<file path="src/rtl/assert_macros.svh">
// Assertion macros shared by the RTL of the timer statistics bank.
`ifndef ASSERT_MACROS_SVH
`define ASSERT_MACROS_SVH

// Implication checked on every clock edge outside reset.
`define ASSERT_IMPL(label, clk, rst_n, ante, cons, msg) \
  label: assert property (@(posedge clk) disable iff (!rst_n) (ante) |-> (cons)) \
    else $error(msg);

// Next-cycle implication checked outside reset.
`define ASSERT_NEXT(label, clk, rst_n, ante, cons, msg) \
  label: assert property (@(posedge clk) disable iff (!rst_n) (ante) |=> (cons)) \
    else $error(msg);

`endif

</file>
<file path="src/rtl/itsb_ram.sv">
// ----------------------------------------------------------------------------
// itsb_ram
// Generic single-port-write, single-read synchronous RAM with registered read.
// ----------------------------------------------------------------------------
`default_nettype none
module itsb_ram #(
  parameter int WIDTH = 32,
  parameter int DEPTH = 16
) (
  input  wire logic                     clk,
  input  wire logic                     we,
  input  wire logic [$clog2(DEPTH)-1:0] waddr,
  input  wire logic [WIDTH-1:0]         wdata,
  input  wire logic [$clog2(DEPTH)-1:0] raddr,
  output logic [WIDTH-1:0]              rdata
);
  logic [WIDTH-1:0] mem [DEPTH];

  always_ff @(posedge clk) begin
    if (we) begin
      mem[waddr] <= wdata;
    end
    rdata <= mem[raddr];
  end
endmodule
`default_nettype wire

</file>
<file path="config.mk">
export PLATFORM = sky130hd
export DESIGN_NAME = itsb_ram
export DESIGN_NICKNAME = d
export VERILOG_FILES = /design/src/rtl/assert_macros.svh /design/src/rtl/itsb_ram.sv
export SDC_FILE = /design/constraint.sdc
export NUM_CORES = 1
export LEC_CHECK = 0
export BUFFER_PORTS_ARGS = -buffer_cell sky130_fd_sc_hd__buf_4
export CAP_MARGIN = 20
export CORE_MARGIN = 8
export CORE_UTILIZATION = 28
export CTS_BUF_LIST = sky130_fd_sc_hd__clkbuf_4 sky130_fd_sc_hd__clkbuf_8
export CTS_CLUSTER_DIAMETER = 100
export CTS_CLUSTER_SIZE = 16
export DETAILED_ROUTE_END_ITERATION = 10
export GPL_ROUTABILITY_DRIVEN = 0
export GPL_TIMING_DRIVEN = 0
export HOLD_SLACK_MARGIN = 0.1
export MAX_ROUTING_LAYER = met4
export PLACE_DENSITY = 0.5
export SLEW_MARGIN = 20
export SYNTH_ARGS = -nofsm -noshare
export SYNTH_HDL_FRONTEND = slang
export SYNTH_SLANG_ARGS = --single-unit
</file>
<file path="constraint.sdc">
create_clock -name clk -period 7.05 [get_ports clk]
set_input_delay 1.41 -clock clk [delete_from_list [all_inputs] [get_ports clk]]
set_output_delay 1.41 -clock clk [all_outputs]
set_load 0.01 [all_outputs]
</file>
# After elaboration in Yosys (flattened, before gate mapping)
# Memories as Yosys holds them, arrays and structs flattened. A register that Yosys moved wholly into a read port is not among the register bits.
# Index checks and enable logic that the tools add are counted.
[totals]
n_memories = 1
output_inout_bits = 32
reg_bits = 0
wordCells = 3
mem_bits_rw = 512
[classes]
muxes = 2
[mem_list]
columns = ["name", "words", "word_bits", "rd", "rd_clocked_by_memory_dff", "wr", "line", "source"]
rows = [
  ["mem", 16, 32, 1, 1, 1, "itsb_ram.sv:17", "logic [WIDTH-1:0] mem [DEPTH];"],
]
[ops]
columns = ["cell", "n"]
rows = [
  ["1-bit 2-to-1 mux", 2],
]

# Logic depth before layout (Yosys ltp)
[logic_depth]
word_depth = 2
ltp_mapped = 5
depth_no_buf = 3

# Least setup slack after synthesis
# Ideal clock, no wire load.
[synth_path]
path_type = "input port to flip-flop"
from = "input waddr[2]"
to = "memory mem[0][0], enable pin"
arrival_ps = 4128
setup_ps = 461
path_stages = 2
required_ps = 6589
setup_slack_ps = 2460
cell_sequence = "or3b_2 nor3_1"
[synth_lines]
columns = ["element", "line", "source"]
rows = [
  ["start, declared", "itsb_ram.sv:12", "input wire logic [$clog2(DEPTH)-1:0] waddr,"],
  ["end, declared", "itsb_ram.sv:17", ""],
]
# Straight into the memory's write port.

# Worst setup path in the final report
[layout_path]
from = "input waddr[3]"
to = "memory mem[4][27], enable pin"
# Straight into the memory's write port.

==> impl_metrics.yaml <==
outcome:
  status: "completed"
grt:
  grt.overflow.total: 0
  grt_max_degree: 18
  antenna_found_initial: 5
  grt_pass1_vias: 9622
  gr-usage-all-layers: 0.120
  grt_pass1_wl_um: 67400
synth:
  synth_fp_nets: 880
  synth.top_cells.by_count: "edfxtp_1 (512), mux4_2 (128), a22oi_1 (64), nand2_1 (33), dfxtp_1 (32)"
  syn_area_um2: 19900
  synth_edf_count: 512
  syn_inst: 838
  yosysMostFrequentCell: "edfxtp_1"
  synthDistinctLibCells: 18
  yosysTopAreaCell: "edfxtp_1"
  synth_top_area_frac: 0.774
  async_reset_ff_frac: 0
  synth.area.top_cells: "edfxtp_1 (77%), mux4_2 (15%), dfxtp_1 (3.2%)"
  synth.avg_cell_area_um2: 23.7
  synth_flop_cell: "edfxtp_1"
  ys_ff_latch: 544
  synth_warnings: 0
  yosysSeqAreaShare: 0.807
critical_path:
  path_cells: "buf_4 > nand3b_1 > nor3_2 > buf_4 > buf_4"
  critPathSlowestCell: "nor3_2"
  worst_r2r_endpoint: "rdata[4]$_DFF_P_"
  crit_fanout: 8
  crit_top_cell: "buf_4"
  crit_required_ns: 7.35
  reg2reg_depth: 3
  crit_buf_inv: 3
  critPathKind: "input port to register"
  r2r_slack_ns: 5.62
  endpoint_kind: "register"
  crit_arrival_ns: 3.13
  crit_path_start_kind: "input port"
  slowest_delay_ns: 0.66
  crit-reg2reg-launch: "mem[11][4]$_DFFE_PP_"
  path_delay_family: "simple AND/OR/NAND/NOR gates"
min_path:
  hold_path_depth: 3
  hold_path_end: "rdata[2]$_DFF_P_"
  hp-class: "register to register"
  hold_start: "mem[15][2]$_DFFE_PP_"
die:
  rows: 97
  boundaryPins: 74
  die_x_um: 282
  fp.dieH_um: 282
  coreArea_um2: 70100
  dieArea_um2: 79700
  start_util: 0.283
cells_and_area:
  finalInstanceArea_um2: 23100
  fillers: 6658
  area_growth_syn_to_layout_pct: 16.4
  final_nets: 1031
  drive_gt1_frac: 0.335
  regArea_um2: 16000
  multi_input_area_um2: 3730
sta:
  final.min_clock_period_ns: 2.83
  tightest_slew_ns: 1.04
  fmax_mhz: 353
  worst_slack_ns: 4.22
  fin_skew_ns: 0.0264
  setup_viol: 0
  finalMaxSlewViolations: 0
  finalHoldViolCount: 0
  period_share: 0.401
  slew_headroom: 0.308
  rsz0062_at_grt: "no"
cts:
  cts_root_buf: "clkbuf_8"
  cts_made_buffers: 39
  cts_hold_buf: 0
  clock_insertion_delay_worst_skew_ns: 0.62
  cts_buffer_depth: 3
  cts_resized: 0
  post_cts.repair.setup_buffers: 0
  clk_pin_slew_ns: 0.11
  clock-sinks: 544
  cts_tree: "yes"
  h-tree-depth: 2
detailed_routing:
  drt_iter0_drc: 806
  drc: 0
  post_drt_wl_per_cell_um: 23.6
  postRouteAntennaNets: 0
  firstDrtPassIters: 7
  drt_wl_total_um: 46300
  vias_per_cell: 4.59
  vias: 9012
power:
  power_density_nw_per_um2: 246
  ir_drop_mv: 0.0962
  power_leakage_nw: 7.19
  power_mw: 5.67
placement:
  dpl_worst_slack_ns: 3.55
  placed_area_um2: 22300
  dp_hpwl_um: 30200
  port-buffer-count: 71
job:
  drv_cap: 0
-- metrics by stage --
stage	utilization	TNS [ns]	hold slack (ns)	std cells
2_1_floorplan	-	0	0.635	838
3_3_place_gp	0.307	-39.83	0.657	1849
3_5_place_dp	0.318	0	0.672	1888
4_1_cts	0.329	0	0.696	1957
5_1_grt	0.329	0	0.720	1964
6_report	0.329	0	0.692	1964
-- cells in the final DEF (no fill, tap or decap) --
cell type,n
edfxtp_1,512
mux4_2,128
buf_4,95
a22oi_1,64
clkbuf_8,39
nand2_1,33
dfxtp_1,32
clkbuf_4,29
clkbuf_1,17
buf_16,13
nor2_4,12
buf_1,9
buf_6,9
diode_2,7
buf_12,5
buf_2,4
nor3_2,4
nor2b_1,2
nand3b_1,2
nand2b_1,2
and2_1,1
nor2_1,1
nand3_1,1
or3b_2,1
clkinvlp_4,1
buf_8,1
-- flip-flops by register name, summed over array words and instances (netlist names) --
| register | flops |
|---|---|
| mem | 512 |
| rdata | 32 |
-- worst register-to-register path, cell delays in order, from the launching register on --
cell and delay (ns):
edfxtp_1 0.38, mux4_2 0.47, a22oi_1 0.28, nand2_1 0.17
-- cell type report --
| type | instances | share of cell area |
|---|---|---|
| diodes | 7 | 0.000758 |
| plain buffers | 43 | 0.00964 |
| clock buffers | 68 | 0.0327 |
| clock inverters | 1 | 0.000325 |
| multi-input cells | 251 | 0.161 |
| flip-flops and latches | 544 | 0.693 |
| well taps | 940 | 0.0509 |
| repair buffers | 110 | 0.0512 |
-- report_power, final --
group	internal [mW]	switching [mW]	leakage, nW
clock network	0.677	1.00	0.414
logic	0.159	0.209	1.88
registers	3.61	0.0182	4.89
-- routing by layer --
metal	wire length, um	part of all wire	track usage	up-vias
met5	0	0	-	-
met4	1110	0.024	0.0359	0
met1	21300	0.46	0.165	4907
li1	-	-	-	3854
met3	2340	0.051	0.0226	60
met2	21500	0.46	0.181	191
-- kinds of logic after synthesis --
family	Yosys count	synth area share
flip-flops	544	0.807
AO/OA/AOI/OAI	64	0.0242
AND/OR/NAND/NOR	59	0.0127
buffers and inverters	43	0.0112
multiplexers	128	0.145
-- how the worst max path moves through the flow --
| stage | startpoint | endpoint | slack, ns | cells after the start |
|---|---|---|---|---|
| after floorplan | waddr[2] | mem[0][0]$_DFFE_PP_ | 2.46 | 2 |
| after global placement | waddr[2] | mem[8][6]$_DFFE_PP_ | -0.61 | 3 |
| after detailed placement | waddr[3] | mem[4][29]$_DFFE_PP_ | 3.55 | 5 |
| after CTS | waddr[3] | mem[4][29]$_DFFE_PP_ | 4.23 | 5 |
| after global routing | waddr[3] | mem[4][29]$_DFFE_PP_ | 4.16 | 5 |
| final | waddr[3] | mem[4][27]$_DFFE_PP_ | 4.22 | 5 |
(Power assumes the default switching activity.)
