### src/rtl/assert_macros.svh
// Assertion macros shared by the RTL of the timer statistics bank.
`ifndef ASSERT_MACROS_SVH
`define ASSERT_MACROS_SVH

// Implication checked on every clock edge outside reset.
`define ASSERT_IMPL(label, clk, rst_n, ante, cons, msg) \
  label: assert property (@(posedge clk) disable iff (!rst_n) (ante) |-> (cons)) \
    else $error(msg);

// Next-cycle implication checked outside reset.
`define ASSERT_NEXT(label, clk, rst_n, ante, cons, msg) \
  label: assert property (@(posedge clk) disable iff (!rst_n) (ante) |=> (cons)) \
    else $error(msg);

`endif

### src/rtl/itsb_pkg.sv
// ----------------------------------------------------------------------------
// itsb_pkg
// Shared types and constants of the interval timer statistics bank.
// ----------------------------------------------------------------------------
`default_nettype none
package itsb_pkg;
  localparam int NUM_TIMERS_DEF  = 8;
  localparam int NUM_BUCKETS_DEF = 16;

  localparam logic [2:0] FUNC_INIT  = 3'd0;
  localparam logic [2:0] FUNC_RESET = 3'd1;
  localparam logic [2:0] FUNC_START = 3'd2;
  localparam logic [2:0] FUNC_STOP  = 3'd3;
  localparam logic [2:0] FUNC_QUERY = 3'd4;
  localparam logic [2:0] FUNC_READ  = 3'd5;

  localparam logic [31:0] ALL_ONES32 = 32'hFFFF_FFFF;

  // Per-timer statistics word held in the statistics memory.
  typedef struct packed {
    logic        running;
    logic        clk_type;
    logic [31:0] last;
    logic [31:0] count;
    logic [63:0] sum;
    logic [31:0] min;
    logic [31:0] max;
    logic [31:0] lo;
    logic [31:0] hi;
  } stat_t;

  localparam int STAT_W = $bits(stat_t);

  // Divider request and response.
  typedef struct packed {
    logic        start;
    logic [37:0] num;
    logic [31:0] den;
  } div_req_t;

  typedef struct packed {
    logic        done;
    logic [37:0] quo;
  } div_rsp_t;
endpackage
`default_nettype wire

### src/rtl/itsb_div.sv
// ----------------------------------------------------------------------------
// itsb_div
// Restoring radix-2 divider, one quotient bit per cycle.
// ----------------------------------------------------------------------------
`default_nettype none
module itsb_div (
  input  wire logic            clk,
  input  wire logic            rst_n,
  input  wire itsb_pkg::div_req_t req,
  output itsb_pkg::div_rsp_t   rsp
);
  localparam int NW = 38;

  logic [NW-1:0] quo_r, quo_nxt;
  logic [31:0]   rem_r, rem_nxt;
  logic [31:0]   den_r, den_nxt;
  logic [5:0]    cnt_r, cnt_nxt;
  logic          busy_r, busy_nxt;
  logic          done_r, done_nxt;
  logic [32:0]   trial;

  always_comb begin
    quo_nxt  = quo_r;
    rem_nxt  = rem_r;
    den_nxt  = den_r;
    cnt_nxt  = cnt_r;
    busy_nxt = busy_r;
    done_nxt = 1'b0;
    trial    = {rem_r, quo_r[NW-1]};
    if (req.start) begin
      quo_nxt  = req.num;
      rem_nxt  = '0;
      den_nxt  = req.den;
      cnt_nxt  = 6'(NW);
      busy_nxt = 1'b1;
    end else if (busy_r) begin
      if (trial >= {1'b0, den_r}) begin
        rem_nxt = 32'(trial - {1'b0, den_r});
        quo_nxt = {quo_r[NW-2:0], 1'b1};
      end else begin
        rem_nxt = trial[31:0];
        quo_nxt = {quo_r[NW-2:0], 1'b0};
      end
      cnt_nxt = cnt_r - 6'd1;
      if (cnt_r == 6'd1) begin
        busy_nxt = 1'b0;
        done_nxt = 1'b1;
      end
    end
  end

  always_ff @(posedge clk) begin
    if (!rst_n) begin
      busy_r <= 1'b0;
      done_r <= 1'b0;
      cnt_r  <= '0;
    end else begin
      busy_r <= busy_nxt;
      done_r <= done_nxt;
      cnt_r  <= cnt_nxt;
    end
    quo_r <= quo_nxt;
    rem_r <= rem_nxt;
    den_r <= den_nxt;
  end

  assign rsp.done = done_r;
  assign rsp.quo  = quo_r;
endmodule
`default_nettype wire

### config.mk
export PLATFORM = sky130hd
export DESIGN_NAME = itsb_div
export DESIGN_NICKNAME = d
export VERILOG_FILES = /design/src/rtl/assert_macros.svh /design/src/rtl/itsb_pkg.sv /design/src/rtl/itsb_div.sv
export SDC_FILE = /design/constraint.sdc
export NUM_CORES = 1
export LEC_CHECK = 0
export BUFFER_PORTS_ARGS = -buffer_cell sky130_fd_sc_hd__buf_2
export CORE_MARGIN = 5
export CORE_UTILIZATION = 55
export CTS_CLUSTER_SIZE = 24
export DETAILED_ROUTE_END_ITERATION = 16
export PLACE_DENSITY = 0.79
export SLEW_MARGIN = 0
export SYNTH_ARGS = -nofsm -noshare
export SYNTH_HDL_FRONTEND = slang
export SYNTH_SLANG_ARGS = --single-unit
export TNS_END_PERCENT = 100
### constraint.sdc
create_clock -name clk -period 3.8 [get_ports clk]
set_clock_uncertainty 0.15 [all_clocks]
set_input_delay 1.14 -clock clk [delete_from_list [all_inputs] [get_ports clk]]
set_output_delay 1.14 -clock clk [all_outputs]
set_load 0.01 [all_outputs]
# Word-level counts from Yosys, hierarchy flattened
# Index checks and enable logic that the tools add are counted.
# classes
n_addsub,2
mux,10
reduce_logical,3
order_cmp,1
bitwise,2
eq_ne,1
# op_table
op,count
2-to-1 mux 38 bit,2
greater-or-equal comparator 33 x 32 -> 1 bit,1
2-to-1 mux 32 bit,1
subtractor 32 bit,1
2-to-1 mux 6 bit,2
equality test 6 x 1 -> 1 bit (second input constant),1
subtractor 6 x 1 -> 6 bit (second input constant),1
2-to-1 mux 1 bit,5
OR reduction 3 bit,1
inverter 1 bit,2
nonzero test 2 bit,1
OR reduction 2 bit,1
# word_totals
input_bits,73
reg_bits,110
output_inout_bits,39
wordCells,26

# Depth between registers and ports, before layout
# Gate-level depths: netlist of run 1.
# depth
word_depth,4
ltp_mapped,13
ltp_nobuf,12

# Worst setup path after synthesis of run 1
# Ideal clock, no wire load.
# synth_path
kind,input to register
from,input req[70] (netlist name)
to,"register quo_r[0], enable pin"
slack_ps,652
setup_time_ps,393
required_time_ps,3257
n_path_buf,2
arrival_time_ps,2605
stages,4
cell_sequence,clkbuf_1 -> clkbuf_1 -> nor2_1 -> inv_1
# synth_via
elab_chain_cells,1
# synth_lines
item,line,rtl
"start, declared",itsb_div.sv:9,"input wire itsb_pkg::div_req_t req,"
nonzero test 2 bit (no source line),-,
"end signal, assigned",itsb_div.sv:62,quo_r <= quo_nxt;
"end, declared",itsb_div.sv:14,"logic [NW-1:0] quo_r, quo_nxt;"
# Every way passes these cells.
# A chain may end at the register's enable or synchronous reset.

# Final worst setup path of run 1
# layout_path
from,register quo_r[37]
to,register rem_r[30]
# layout_via
elab_chain_cells,2
elab_cells_between_ends,3
classes_between,add/sub: 1; order compare: 1; mux: 1
# layout_lines
item,line,rtl
subtractor 32 bit or greater-or-equal comparator 33 x 32 -> 1 bit (tied branches),"itsb_div.sv:38, itsb_div.sv:37",
2-to-1 mux 32 bit *,itsb_div.sv:37,"if (trial >= {1'b0, den_r}) begin"
"end signal, assigned",itsb_div.sv:63,rem_r <= rem_nxt;
"end, declared",itsb_div.sv:15,"logic [31:0] rem_r, rem_nxt;"
# Mark *: on every way between the ends. The rest lies on a longest branch, timed or not.

==> results of run 1 <==
-- metrics by stage --
stage	setup slack [ns]	hold WS (ns)	power [mW]	util	cell area, um2
after floorplan	0.652	0.303	2.07	-	6320
after global placement	0.629	0.319	2.28	0.616	6970
after detailed placement	0.461	0.325	2.30	0.616	6970
after CTS	0.418	0.336	3.23	0.640	7250
after global routing	0.172	0.350	3.37	0.640	7250
final	0.392	0.337	3.21	0.640	7250
-- cells by family (layout without fill, tap and decap cells) --
kind of cell               count (synthesis)  in the layout  share of synthesized area
AOI/OAI and AO/OA                        160            160                      0.177
and+or+nand+nor                          144            144                      0.108
DFF                                      110            110                      0.459
buffers and inverters                     73            177                     0.0473
muxes                                     56             56                     0.0962
adders and majority gates                 35             35                     0.0704
xor gates and xnor gates                  30             30                     0.0416
-- area by class of cell --
class / count / area [um2]
tap: 143 / 179
timing repair buffer: 116 / 596
multi-input combinational: 425 / 3120
inverter: 45 / 169
sequential: 110 / 2900
clock buffer: 10 / 229
clock inverter: 6 / 51.3
fill: 947 / 4070
-- sequential cells by signal, indices dropped and copies added, names as in the netlist --
signal and cells:
quo_r 38, den_r 32, rem_r 32, cnt_r 6, busy_r 1, done_r 1
-- per-layer routing --
metal / GRT usage / vias to the layer above / part of all wire
met3: 0.0730 / 30 / 0.083
li1: - / 2430 / -
met1: 0.284 / 2349 / 0.43
met2: 0.369 / 210 / 0.47
met4: 0.0963 / 0 / 0.024
met5: 0 / - / 0
-- where the power goes --
part           internal (mW)  switching [mW]  total [mW]
logic                  0.351           0.468       0.819
registers               1.39          0.0733        1.47
clock network          0.458           0.465       0.922
total                   2.20            1.01        3.21
-- cells in the mapped netlist (all sizes together) (2+ instances only) --
cell type / number
o311ai: 2
o31ai: 2
dfxtp: 40
and4: 2
nand2: 36
mux2i: 18
nand3: 11
xnor2: 19
nor2b: 3
nand2b: 6
a21o: 23
mux2: 38
or2: 2
ha: 34
a21boi: 2
nor2: 55
nand4: 6
nor4: 2
nor3: 9
o211ai: 9
a21oi: 41
a31oi: 2
inv: 44
buf: 4
or2b: 2
and2: 4
or3: 3
a211oi: 25
o21bai: 2
o31a: 2
o21a: 4
o21ai: 26
clkbuf: 24
edfxtp: 70
o2111ai: 3
a311oi: 7
xor2: 11
-- worst max-delay path, delay by kind of cell, from the launching register on --
kind | cells | cell delay (ns)
AND/OR/NAND/NOR | 1 | 0.24
adder cells (fa/ha/maj) | 2 | 0.63
buffers and inverters | 1 | 0.06
flip-flops | 1 | 0.38
AO/OA/AOI/OAI | 8 | 1.86
-- final timing paths --
kind         slack [ns]  startpoint   endpoint
max                0.39   quo_r[37]  rem_r[30]
min                0.34   rem_r[14]  rem_r[14]
max reg2reg        0.39   quo_r[37]  rem_r[30]
min reg2reg        0.34   rem_r[14]  rem_r[14]
==> metrics, run 1 <==
largest net degree at the start of global routing=49; Post-DRT Antenna Nets=0; Final Cycle Share=0.897; initial antenna violation count=0; Synth-to-Final Area Change=14.6%; Vias/cell=5.87; commonest cells after routing, fill and taps aside=110 x buf_2, 70 x edfxtp_1, 54 x nor2_1, 44 x inv_1, 40 x a21oi_1; DRT Pass-1 Iters=5; Initial Util=0.559; share of cells above drive strength 1=0.260; critical path capture point type=flip-flop; CTS Buf Count=9; number of I/O port buffers=111; Seq/Total Area, Yosys=0.459; post-detailed-placement half-perimeter wirelength=11.0 mm; die area=13700 um2; crit path DAT=3.53 ns; number of flops mapped to enable cells by yosys=70; synthesized net count=716; r2r worst-path depth=12; core area=11300 um2; Final Hold Fails=0; number of max-cap violations=0; Total Routing Usage GR=0.229; post-route minimum period=3.41 ns; Gate Count Post-Synth=608; CP Class=reg2reg; WL/cell=17.6 um; # rows=39; relative slew slack=0.495; Max H-tree Level=3; Setup violations, final=0; crit-path most repeated cell=a21oi_1; mean area per synthesized cell=10.4 um2; min-delay worst type=reg2reg; DR vias=5019; async set-or-reset flop fraction in the synthesized netlist=0; Synth area leaders=edfxtp_1 33%, dfxtp_1 13%, mux2_2 6.8%, ha_1 6.7%, nor2_1 3.2%; Clock Path Buffers=2; number of nets in the final layout=815; vias in the first global route=5159; Layout Cells excl Fill=855; Crit-path slowest cell=fa_1; CTS resizes=0; die span in y=117 um; TritonCTS clock tree=built; worst vdd ir=0.000450 V; I/O Pins=112; top_reg_cell synth=edfxtp_1; largest area contributor in the netlist=edfxtp_1; unrepaired setup endpoints after global routing=no; worst skew pair latency=0.37 ns; post-CTS setup buffers=0; Netlist cell types=62; Pwr Density=443 nW/um2; Yosys reg bits=110; yosys warns=0; global-route wire length before repair=24.6 mm; Final Max Slew Viols=0; Max stage delay on crit path=0.40 ns; commonest non-fill, non-tap cell in the layout=buf_2; post-synth top area share=0.332; Max Freq=0.293 GHz; clk sink count=110; worst slew pin tran=0.757 ns; GRT overflow=0; DRC=0; startpoint types=flip-flop; Sum Neg Setup Slack=0 ns; Starting DRT DRC Count=443; buffer type at the clock tree root=clkbuf_16; antenna cells=0; die width=117 um; status=completed; placed insts=839; total wire length=15.0 mm; Cell Chain, Critical Path=inv_1 -> ha_1 -> fa_1 -> or2b_1 -> a21oi_1 -> a21oi_1 -> a21boi_0 -> a221o_1 -> a21o_1 -> o21ai_0 -> a211o_1 -> o32ai_1; CP max FO=4; hold path depth=2; synthesized area=6320 um2; Final Wtd Congestion=0.940; Lkg Pwr=3.10 nW; Clock transition at path regs=0.08 ns; Required @ worst endpoint=3.92 ns; Hold Buf Count CTS=0
No activity file was read; power rests on OpenSTA's default activity.
==> inputs of run 2 (changes only) <==
- CORE_MARGIN: 5 -> 4
- SKIP_CTS_REPAIR_TIMING: unset -> 1
==> run 2 against run 1 <==
Wire length down 1.9%. Clock-buffer cell count down 1. Largest cell class unchanged. Non-clock buffer count unchanged. Sequential power about the same. Via count increased by 0.90%. Sequential share of layout area decreased by 0.30 points. Die area is 3.4% lower. Worst hold slack improved by 0.0038 ns. Clock power rose by 7.3%. Final area up 0.74%. Fmax is 0.93% lower.
==> metrics, run 2 (same netlist as run 1, synthesis figures left out) <==
Final Cycle Share=0.905 (was 0.897); status=completed (unchanged); DRC=0 (unchanged); die area=13300 um2 (was 13700 um2); min-delay worst type=reg2reg (unchanged); vias in the first global route=5022 (was 5159); critical path capture point type=flip-flop (unchanged); number of I/O port buffers=111 (unchanged); max reg flops=38 (unchanged); startpoint types=flip-flop (unchanged); Sum Neg Setup Slack=0 ns (unchanged); number of max-cap violations=0 (unchanged); pre-CTS setup slack=0.452 ns (was 0.461 ns); post-route minimum period=3.44 ns (was 3.41 ns); worst slew pin tran=0.710 ns (was 0.757 ns); # rows=38 (was 39); commonest cells after routing, fill and taps aside=110 x buf_2, 70 x edfxtp_1, 54 x nor2_1, 44 x inv_1, 40 x a21oi_1 (unchanged); antenna cells=0 (unchanged); WL/cell=17.3 um (was 17.6 um); core area=11000 um2 (was 11300 um2); Final Hold Fails=0 (unchanged); Post-DRT Antenna Nets=0 (unchanged); commonest non-fill, non-tap cell in the layout=buf_2 (unchanged); share of cells above drive strength 1=0.260 (unchanged); reg2reg setup slack=0.36 ns (was 0.39 ns); sequential cell area=2900 um2 (unchanged); Top Family by Delay on Critical Path=compound AO/OA/AOI/OAI gates (unchanged); Max Freq=0.291 GHz (was 0.293 GHz); number of nets in the final layout=815 (unchanged); Crit-path slowest cell=fa_1 (unchanged); top flop regs=quo_r (38), den_r (32), rem_r (32) (unchanged); fillcell total=856 (was 947); CP Class=reg2reg (unchanged); Layout Cells excl Fill=852 (was 855); Required @ worst endpoint=3.92 ns (about the same); final core occ=0.662 (was 0.640); Final Max Slew Viols=0 (unchanged); crit path DAT=3.56 ns (was 3.53 ns); Lkg Pwr=3.12 nW (was 3.10 nW); CTS Buf Count=9 (unchanged); CP max FO=4 (unchanged); Pwr Density=449 nW/um2 (was 443 nW/um2); Cell Area, Placed=6990 um2 (was 6970 um2); Synth-to-Final Area Change=15.5% (was 14.6%); Crit path buffers/inverters=1 (unchanged); Biggest register=quo_r (unchanged); I/O Pins=112 (unchanged); Final Wtd Congestion=0.922 (was 0.940); Setup violations, final=0 (unchanged); GRT overflow=0 (unchanged); global-route wire length before repair=24.1 mm (was 24.6 mm); Starting DRT DRC Count=298 (was 443); Max H-tree Level=3 (unchanged); die span in y=115 um (was 117 um); initial antenna violation count=0 (unchanged); total wire length=14.7 mm (was 15.0 mm); Tot Pwr=3.28 mW (was 3.21 mW); area of the multi-input gates=3120 um2 (unchanged); post-detailed-placement half-perimeter wirelength=10.7 mm (was 11.0 mm); DR vias=5064 (was 5019); Clock transition at path regs=0.08 ns (about the same); worst vdd ir=0.000513 V (was 0.000450 V); worst skew pair latency=0.36 ns (was 0.37 ns); Vias/cell=5.94 (was 5.87); Initial Util=0.573 (was 0.559); crit-path most repeated cell=a21oi_1 (unchanged); Max stage delay on crit path=0.41 ns (was 0.40 ns); largest net degree at the start of global routing=55 (was 49); clk sink count=110 (unchanged); die width=115 um (was 117 um); hold_ws=0.341 ns (was 0.337 ns); post-route cell area=7300 um2 (was 7250 um2); relative slew slack=0.524 (was 0.495); Clock Path Buffers=2 (unchanged); buffer type at the clock tree root=clkbuf_16 (unchanged); TritonCTS clock tree=built (unchanged); Total Routing Usage GR=0.228 (was 0.229); unrepaired setup endpoints after global routing=no (unchanged); Cell Chain, Critical Path=inv_1 -> ha_1 -> fa_1 -> or2b_1 -> a21oi_1 -> a21oi_1 -> a21boi_0 -> a221o_1 -> a21o_1 -> o21ai_0 -> a211o_1 -> o32ai_1 (unchanged); DRT Pass-1 Iters=5 (unchanged); placed insts=836 (was 839); Final WS setup=0.360 ns (was 0.392 ns)
==> run 2: tightest hold or removal path, delay by kind of cell, from the launching register on <==
family	cells	cell delay [ns]
AND/OR/NAND/NOR	1	0.06
flip-flops	1	0.33
AO/OA/AOI/OAI	1	0.05
==> run 2: where the power goes <==
| group | switching, mW | internal (mW) |
|---|---|---|
| clock network | 0.462 | 0.527 |
| logic | 0.477 | 0.354 |
| registers | 0.0655 | 1.39 |
==> run 2: worst paths after layout <==
| path | from | to | depth (start not counted) |
|---|---|---|---|
| hold / removal | rem_r[1] | rem_r[1] | 2 |
| setup / recovery | quo_r[37] | rem_r[30] | 12 |
| setup reg to reg | quo_r[37] | rem_r[30] | 12 |
| hold reg to reg | rem_r[1] | rem_r[1] | 2 |
==> run 2: area by class of cell <==
class                      count  share of cell area
sequential                   110               0.398
timing repair buffer         116              0.0850
inverter                      45              0.0231
multi-input combinational    425               0.427
clock buffer                   9              0.0308
clock inverter                 7              0.0120
tap                          140              0.0240
==> run 2: per-layer routing <==
layer / wire length [um] / part of all wire / GRT usage / vias to the layer above
li1: - / - / - / 2432
met1: 6310 / 0.43 / 0.288 / 2422
met2: 7050 / 0.48 / 0.377 / 185
met3: 1080 / 0.073 / 0.0689 / 25
met4: 293 / 0.020 / 0.0696 / 0
met5: 0 / 0 / 0 / -
